## config.mk

```make
export PLATFORM = sky130hd
export DESIGN_NAME = bb3_ctrl
export DESIGN_NICKNAME = d
export VERILOG_FILES = /design/src/rtl/assert_macros.svh /design/src/rtl/bb3_pkg.sv /design/src/rtl/bb3_ctrl.sv
export SDC_FILE = /design/constraint.sdc
export NUM_CORES = 1
export LEC_CHECK = 0
export ABC_AREA = 1
export BUFFER_PORTS_ARGS = -buffer_cell sky130_fd_sc_hd__buf_4
export CORE_AREA = 10 10 47 49
export DETAILED_ROUTE_END_ITERATION = 8
export DIE_AREA = 0 0 57 59
export SLEW_MARGIN = 20
export SYNTH_ARGS = -nofsm -noshare
export SYNTH_HDL_FRONTEND = slang
export SYNTH_SLANG_ARGS = --single-unit
export TNS_END_PERCENT = 30
```

## constraint.sdc

```tcl
create_clock -name clk -period 1.06 [get_ports clk]
set_input_delay 0.053 -clock clk [delete_from_list [all_inputs] [get_ports clk]]
set_output_delay 0.053 -clock clk [all_outputs]
set_load 0.02 [all_outputs]
```

## src/rtl/assert_macros.svh

```systemverilog
// Assertion helper macros for the blur block
`ifndef ASSERT_MACROS_SVH
`define ASSERT_MACROS_SVH
// Check that a property holds at every rising clock edge outside reset.
`define ASSERT_CLK(label, clk, rst_n, prop, msg) \
  label: assert property (@(posedge clk) disable iff (!rst_n) (prop)) else $error(msg);
// Check a property during reset as well.
`define ASSERT_ALWAYS(label, clk, prop, msg) \
  label: assert property (@(posedge clk) (prop)) else $error(msg);
`endif

```

## src/rtl/bb3_pkg.sv

```systemverilog
// ----------------------------------------------------------------------------
// bb3_pkg
// Types and constants shared by the 3x3 box blur modules.
// ----------------------------------------------------------------------------
package bb3_pkg;

  typedef struct packed {
    logic       action;
    logic [7:0] red;
    logic [7:0] green;
    logic [7:0] blue;
  } bb3_in_t;

  typedef struct packed {
    logic [7:0] blur_red;
    logic [7:0] blur_green;
    logic [7:0] blur_blue;
    logic       frame_end;
  } bb3_out_t;

  localparam logic ACT_PIXEL = 1'b0;
  localparam logic ACT_FLUSH = 1'b1;

  localparam logic CFG_WIDTH  = 1'b0;
  localparam logic CFG_HEIGHT = 1'b1;

  typedef enum logic [2:0] {
    ST_IDLE,
    ST_WRITE,
    ST_READ,
    ST_SUM,
    ST_DIV
  } bb3_state_t;

  // controller -> datapath
  typedef struct packed {
    logic take;       // latch the accepted item
    logic wr_pixel;   // write pixel to store, advance input position
    logic rd_start;   // begin the nine-tap read sequence
    logic rd_step;    // advance one tap
    logic div_start;  // start dividers
    logic emit;       // load output register, advance output side
  } bb3_cmd_t;

  // datapath -> controller
  typedef struct packed {
    logic pix_ok;     // pixel is part of the frame
    logic pix_emit;   // pixel causes an output
    logic flush_emit; // flush causes an output
    logic rd_done;    // last tap data returned, summed at this edge
    logic div_done;
  } bb3_sts_t;

endpackage

```

## src/rtl/bb3_ctrl.sv

```systemverilog
// ----------------------------------------------------------------------------
// bb3_ctrl
// Sequencer: accept, store, read nine taps, divide, present the result.
// ----------------------------------------------------------------------------
module bb3_ctrl import bb3_pkg::*; (
  input  logic     clk,
  input  logic     rst_n,
  input  logic     in_fire,
  input  logic     in_action,
  input  logic     out_ready,
  input  bb3_sts_t sts,
  output logic     in_ready,
  output logic     out_valid,
  output logic     busy,
  output bb3_cmd_t cmd
);

  bb3_state_t state_r, state_nxt;
  logic act_r, act_nxt;
  logic ov_r, ov_nxt;

  always_ff @(posedge clk) begin
    if (!rst_n) begin
      state_r <= ST_IDLE;
      act_r   <= ACT_PIXEL;
      ov_r    <= 1'b0;
    end else begin
      state_r <= state_nxt;
      act_r   <= act_nxt;
      ov_r    <= ov_nxt;
    end
  end

  always_comb begin
    state_nxt = state_r;
    act_nxt   = act_r;
    ov_nxt    = ov_r;
    cmd       = '0;
    if (ov_r && out_ready) ov_nxt = 1'b0;
    unique case (state_r)
      ST_IDLE: begin
        if (in_fire) begin
          cmd.take  = 1'b1;
          act_nxt   = in_action;
          state_nxt = ST_WRITE;
        end
      end
      ST_WRITE: begin
        if (act_r == ACT_FLUSH) begin
          if (sts.flush_emit) begin
            cmd.rd_start = 1'b1;
            state_nxt    = ST_READ;
          end else begin
            state_nxt = ST_IDLE;
          end
        end else if (sts.pix_ok) begin
          // output decision uses pending count before this write
          if (sts.pix_emit) begin
            cmd.rd_start = 1'b1;
            state_nxt    = ST_READ;
          end else begin
            state_nxt = ST_IDLE;
          end
          // store the pixel first; it is the lower right tap of the output
          cmd.wr_pixel = 1'b1;
        end else begin
          state_nxt = ST_IDLE;
        end
      end
      ST_READ: begin
        cmd.rd_step = 1'b1;
        if (sts.rd_done) begin
          cmd.rd_step = 1'b0;
          state_nxt   = ST_SUM;
        end
      end
      ST_SUM: begin
        // sums now hold every tap that lies inside the frame
        cmd.div_start = 1'b1;
        state_nxt     = ST_DIV;
      end
      ST_DIV: begin
        if (sts.div_done && !ov_nxt) begin
          cmd.emit  = 1'b1;
          ov_nxt    = 1'b1;
          state_nxt = ST_IDLE;
        end
      end
      default: state_nxt = ST_IDLE;
    endcase
  end

  assign in_ready  = (state_r == ST_IDLE);
  assign out_valid = ov_r;
  assign busy      = (state_r != ST_IDLE);

endmodule

```

==> results.yml, run 1 <==
setup_path:
  crit_path_end_kind: "output port"
  crit_path_start_kind: "flop"
  critPathBufInv: 3
  crit_chain: "inv_4 -> nand3_2 -> a21o_1 -> inv_2 -> buf_6"
  critPathMaxFanout: 4
  slowest_stage: "dfxtp_4"
  path_delay_family: "flip-flops"
  path_class: "flop to output port"
  cp.required_ps: 1010
  cpPeakStageDelay_ps: 350
  cp.arrival_ps: 1080
detailed_routing:
  drt.antenna.violating_nets: 0
  drc: 0
  drt_iter0_drc: 1
  drt-total-wl_um: 968
  avgRoutedWirePerCell_um: 10.76
  firstDrtPassIters: 2
  via_per_inst: 4.289
  route.vias.total: 386
power:
  power_frac_comb_pct: 31.3
  p_sw_mw: 0.2096
  vdd_ir_drop_max_v: 0.0004832
  pwr-share-clk_pct: 36.3
  leakage_nw: 0.3041
  p_int_mw: 0.4437
  power.share.sequential_pct: 32.4
  power_density_nw_per_um2: 1150
  sw_frac_of_total_pct: 32.08
sta:
  rsz0062_at_grt: "true"
  setup_slack_ps: -75.45
  slew_violations: 0
  relSlewSlack_pct: 88.87
  setup_viol: 7
  max_freq_mhz: 880.7
  post-route-period-util_pct: 107.1
  fin_crit_ps: 1135
  hold-worst-slack_ps: 42.33
  fin_tns_setup_ps: -354.0
  hold_viol: 0
  skew_ps: 0.2089
  tightest_slew_ps: 166.7
cells_and_area:
  synthToLayoutAreaGrowth_pct: 92.37
  finalCoreUtilization_pct: 40.54
  final_nets: 85
  layout_common_cells: "buf_4 (22), inv_1 (8), nand2_1 (8)"
  final_common_cell: "buf_4"
  regArea_um2: 108.9
  fillers: 158
  antenna_cells: 0
  multi_input_area_um2: 162.7
  drive_above_1_share_pct: 60.81
clock_network:
  numCtsBuffers: 3
  htree_levels: 1
  cts_tree: "done"
  cts_root_buf: "clkbuf_4"
  clk_latency_ps: 250
  cts.sinks: 5
  clkTransAtPathRegs_ps: 50
  max-clock-path-buffers: 2
synth:
  avgSynthCellArea_um2: 6.419
  synth_fp_nets: 56
  synthXorXnorAreaFrac_pct: 0
  yosys.area_share.adder_pct: 0
  synth_top_family_by_area: "simple AND/OR/NAND/NOR gates"
  synth_compound_area_share_pct: 12.29
  syn-cell-area_um2: 295.3
  synth_seq_area_share_pct: 33.90
  synthSimpleGateAreaFrac_pct: 34.75
  ys_ff_latch: 5
  synth_cell_types: 16
  yosysWarnings: 0
  synthMuxAreaShare_pct: 0
  postSynthCellCount: 46
global_route:
  antenna_found_initial: 0
  grt_pass1_vias: 401
  overflow: 0
  grt_max_degree: 7
  grt_usage_pct: 6.055
  grt_pass1_wl_mm: 1.593
placed_design:
  dp_hpwl_um: 696.3
  gp_congestion: 0.7525
  port_buffers: 18
die:
  die-area_um2: 3363
  core_area_um2: 1401
  die_w_um: 57
  initial_core_util_pct: 21.07
  dieHeight_um: 59
  rows: 14
  ios: 19
status:
  violations: "negative setup slack"
  status: "finished, violations left"
run:
  drv_cap: 0
worst_hold_path:
  min_path_type: "input port to flop"
-- per-stage QoR --
step	cells	setup WS (ps)	power, mW	instance area [µm²]
4_1_cts	88	-88.36	0.6502	529.3
5_1_grt	90	-134.2	0.7048	568.0
6_report	90	-75.45	0.6533	568.0
3_3_place_gp	79	60.51	0.3773	442.9
2_1_floorplan	46	30.83	0.3053	295.3
3_5_place_dp	79	54.42	0.3792	442.9
-- per-layer routing --
layer,global-route usage [%],routed length (µm)
met2,8.527,412
met3,6.652,178
met1,5.357,357
met5,0,0
met4,3.020,20
-- synth_stat cells (all sizes together) --
library cell | instances | share of area, %
o21ai | 1 | 1.7
buf | 1 | 2.5
nand2 | 9 | 12
nor3 | 1 | 1.7
nand3 | 6 | 10
nand4 | 1 | 2.1
inv | 13 | 17
a21o | 1 | 2.5
dfxtp | 5 | 34
a21oi | 4 | 8.0
nor2 | 4 | 8.5
-- path summary, 6_finish.rpt --
kind | startpoint | to | slack, ps | cells past startpoint
min | rst_n | act_r | 40 | 3
max | state_r[1] | cmd[3] | -80 | 5
max reg2reg | state_r[2] | act_r | 30 | 5
min reg2reg | act_r | act_r | 480 | 2
-- power groups by stage --
stage	registers [mW]	clock network (mW)	logic [mW]
after floorplan	0.214	0	0.0911
after global placement	0.216	0	0.162
after detailed placement	0.216	0	0.163
after CTS	0.213	0.251	0.186
after global routing	0.213	0.267	0.224
final	0.211	0.237	0.205
-- state kept, by name, indices dropped and copies added (netlist names) --
| name | cells |
|---|---|
| act_r | 1 |
| out_valid | 1 |
| state_r | 3 |
-- worst register-to-register path: stages, from the launching register on --
cell	delay (ps)
dfxtp_4	360
nor2_4	170
nand3_2	100
buf_4	150
o21ai_2	100
a21oi_1	50
-- what timing repair did --
action                                  in CTS  in global routing
buffers inserted                             5                  2
endpoints found under the hold margin        0                  0
pin swaps                                    0                  3
endpoints found under the setup margin       8                  8
gates cloned                                 0                  0
hold buffers                                 0                  0
resized for setup                            9                 10
-- final cells by class --
cell class | instances | area share (%)
Clock buffer | 4 | 4.626
Inverter | 13 | 9.031
Multi-Input combinational cell | 27 | 28.63
Sequential cell | 5 | 19.16
Tap cell | 16 | 3.524
Timing Repair Buffer | 25 | 35.02
-- cell families (layout without fill, tap and decap cells) --
| family | count (synthesis) | in the layout |
|---|---|---|
| AO/OA/AOI/OAI | 6 | 6 |
| buffers and inverters | 14 | 42 |
| flip-flops | 5 | 5 |
| AND/OR/NAND/NOR | 21 | 21 |
No activity file was read; power rests on OpenSTA's default activity.
==> run 2: changes to the inputs <==
CTS_CLUSTER_DIAMETER = 100   (was not set)
SKIP_LAST_GASP = 1   (was not set)
==> run 2 against run 1 <==
The flow still finishes with violations (negative setup slack). Global-route usage did not move. Flip-flop and latch count did not move. Power fell by 1.6%. Cell count did not move. Sequential share of layout area rose by 0.39 points. Routed wire length fell by 4.8%. Register-to-register slack got worse by 30 ps. Final area fell by 2.0%. Critical path type unchanged. Critical endpoint unchanged.
==> results.yml, run 2 (synthesized netlist as in run 1, its figures left out) <==
clock_network:
  cts_tree: "done"
  hold_buffers: 0
  numCtsBuffers: 3
  clkTransAtPathRegs_ps: 50
  cts.sinks: 5
  max-clock-path-buffers: 2
  clk_latency_ps: 250
  cts_root_buf: "clkbuf_4"
  htree_levels: 1
sta:
  setup_viol: 7
  fin_crit_ps: 1135
  hold-worst-slack_ps: 54.58
  setup_slack_ps: -75.04
  rsz0062_at_grt: "true"
  hold_viol: 0
  post-route-period-util_pct: 107.1
  relSlewSlack_pct: 89.52
  max_freq_mhz: 881.0
  skew_ps: 0.2909
  tightest_slew_ps: 156.8
  slew_violations: 0
status:
  violations: "negative setup slack"
  status: "finished, violations left"
power:
  leakage_nw: 0.3036
  power_density_nw_per_um2: 1154
  vdd_ir_drop_max_v: 0.0004839
setup_path:
  cp.arrival_ps: 1080
  slowest_stage: "dfxtp_4"
  crit_chain: "inv_4 -> nand3_2 -> a21o_1 -> inv_2 -> buf_6"
  path_class: "flop to output port"
  critPathMaxFanout: 4
  crit_path_end_kind: "output port"
  cp.required_ps: 1010
  crit_path_start_kind: "flop"
  cpPeakStageDelay_ps: 350
placed_design:
  dp_hpwl_um: 696.3
  gp_congestion: 0.7525
  port_buffers: 18
cells_and_area:
  regMostFlops: "state_r"
  layout_common_cells: "buf_4 (24), inv_1 (9), nand2_1 (8)"
  finalCoreUtilization_pct: 39.73
  fillers: 157
  final_nets: 85
  antenna_cells: 0
  multi_input_area_um2: 158.9
  final_common_cell: "buf_4"
  regArea_um2: 108.9
  drive_above_1_share_pct: 58.11
  synthToLayoutAreaGrowth_pct: 88.56
  largest_register_ffs: 3
worst_hold_path:
  min_path_type: "input port to flop"
die:
  core_area_um2: 1401
  die_w_um: 57
  rows: 14
  ios: 19
  initial_core_util_pct: 21.07
  die-area_um2: 3363
  dieHeight_um: 59
detailed_routing:
  drt-total-wl_um: 922
  via_per_inst: 4.244
  route.vias.total: 382
  wl_met2_um: 390
  drc: 0
  maxUsedRoutingLayer: "met4"
  firstDrtPassIters: 4
  dr_wl_met3_um: 157
  drt.antenna.violating_nets: 0
  wl_met1_um: 351
  avgRoutedWirePerCell_um: 10.24
  drt_iter0_drc: 1
run:
  drv_cap: 0
global_route:
  overflow: 0
  grt_pass1_wl_mm: 1.593
  grt_usage_pct: 6.055
  antenna_found_initial: 0
  grt_max_degree: 7
  grt_pass1_vias: 401
run 2: power by group:
part / internal [mW] / total (mW) / switching, mW
registers: 0.198 / 0.211 / 0.0135
logic: 0.0980 / 0.195 / 0.0971
clock network: 0.143 / 0.236 / 0.0928
total: 0.439 / 0.643 / 0.203
run 2: cell type report:
| class | count | share of cell area (%) |
|---|---|---|
| multi-input cells | 27 | 28.54 |
| well taps | 16 | 3.596 |
| inverters | 13 | 9.213 |
| flip-flops and latches | 5 | 19.55 |
| repair buffers | 25 | 34.38 |
| clock buffers | 4 | 4.719 |
run 2: worst paths after layout:
| check | from | end | slack, ps | cells past startpoint |
|---|---|---|---|---|
| max | state_r[1] | cmd[3] | -80 | 5 |
| max reg2reg | state_r[2] | act_r | 0 | 5 |
| min reg2reg | act_r | act_r | 470 | 2 |
| min | rst_n | act_r | 50 | 3 |
run 2: timing repair:
item                                    in CTS  in global routing
setup buffers                                5                  2
endpoints found under the setup margin       8                  8
resized for setup                            9                  5
pin swaps                                    0                  3
run 2: stage by stage:
stage	TNS, ps	std cells	power, mW	cell area (µm²)	setup WS, ps
floorplan	0	46	0.3053	295.3	30.83
global placement	0	79	0.3773	442.9	60.51
detailed placement	0	79	0.3792	442.9	54.42
CTS	-446.0	88	0.6502	529.3	-88.36
global route	-973.7	90	0.6969	556.8	-138.0
finish	-367.4	90	0.6426	556.8	-75.04
run 2: worst max-delay path, delay by kind of cell, from the launching register on:
kind	cells	cell delay, ps
buffers and inverters	3	210
flip-flops	1	350
AO/OA/AOI/OAI	1	180
AND/OR/NAND/NOR	1	80
run 2: metal layers:
| metal | vias to the layer above | global-route usage, % |
|---|---|---|
| li1 | 198 | - |
| met1 | 162 | 5.357 |
| met2 | 17 | 8.527 |
| met3 | 5 | 6.652 |
| met4 | 0 | 3.020 |
| met5 | - | 0 |
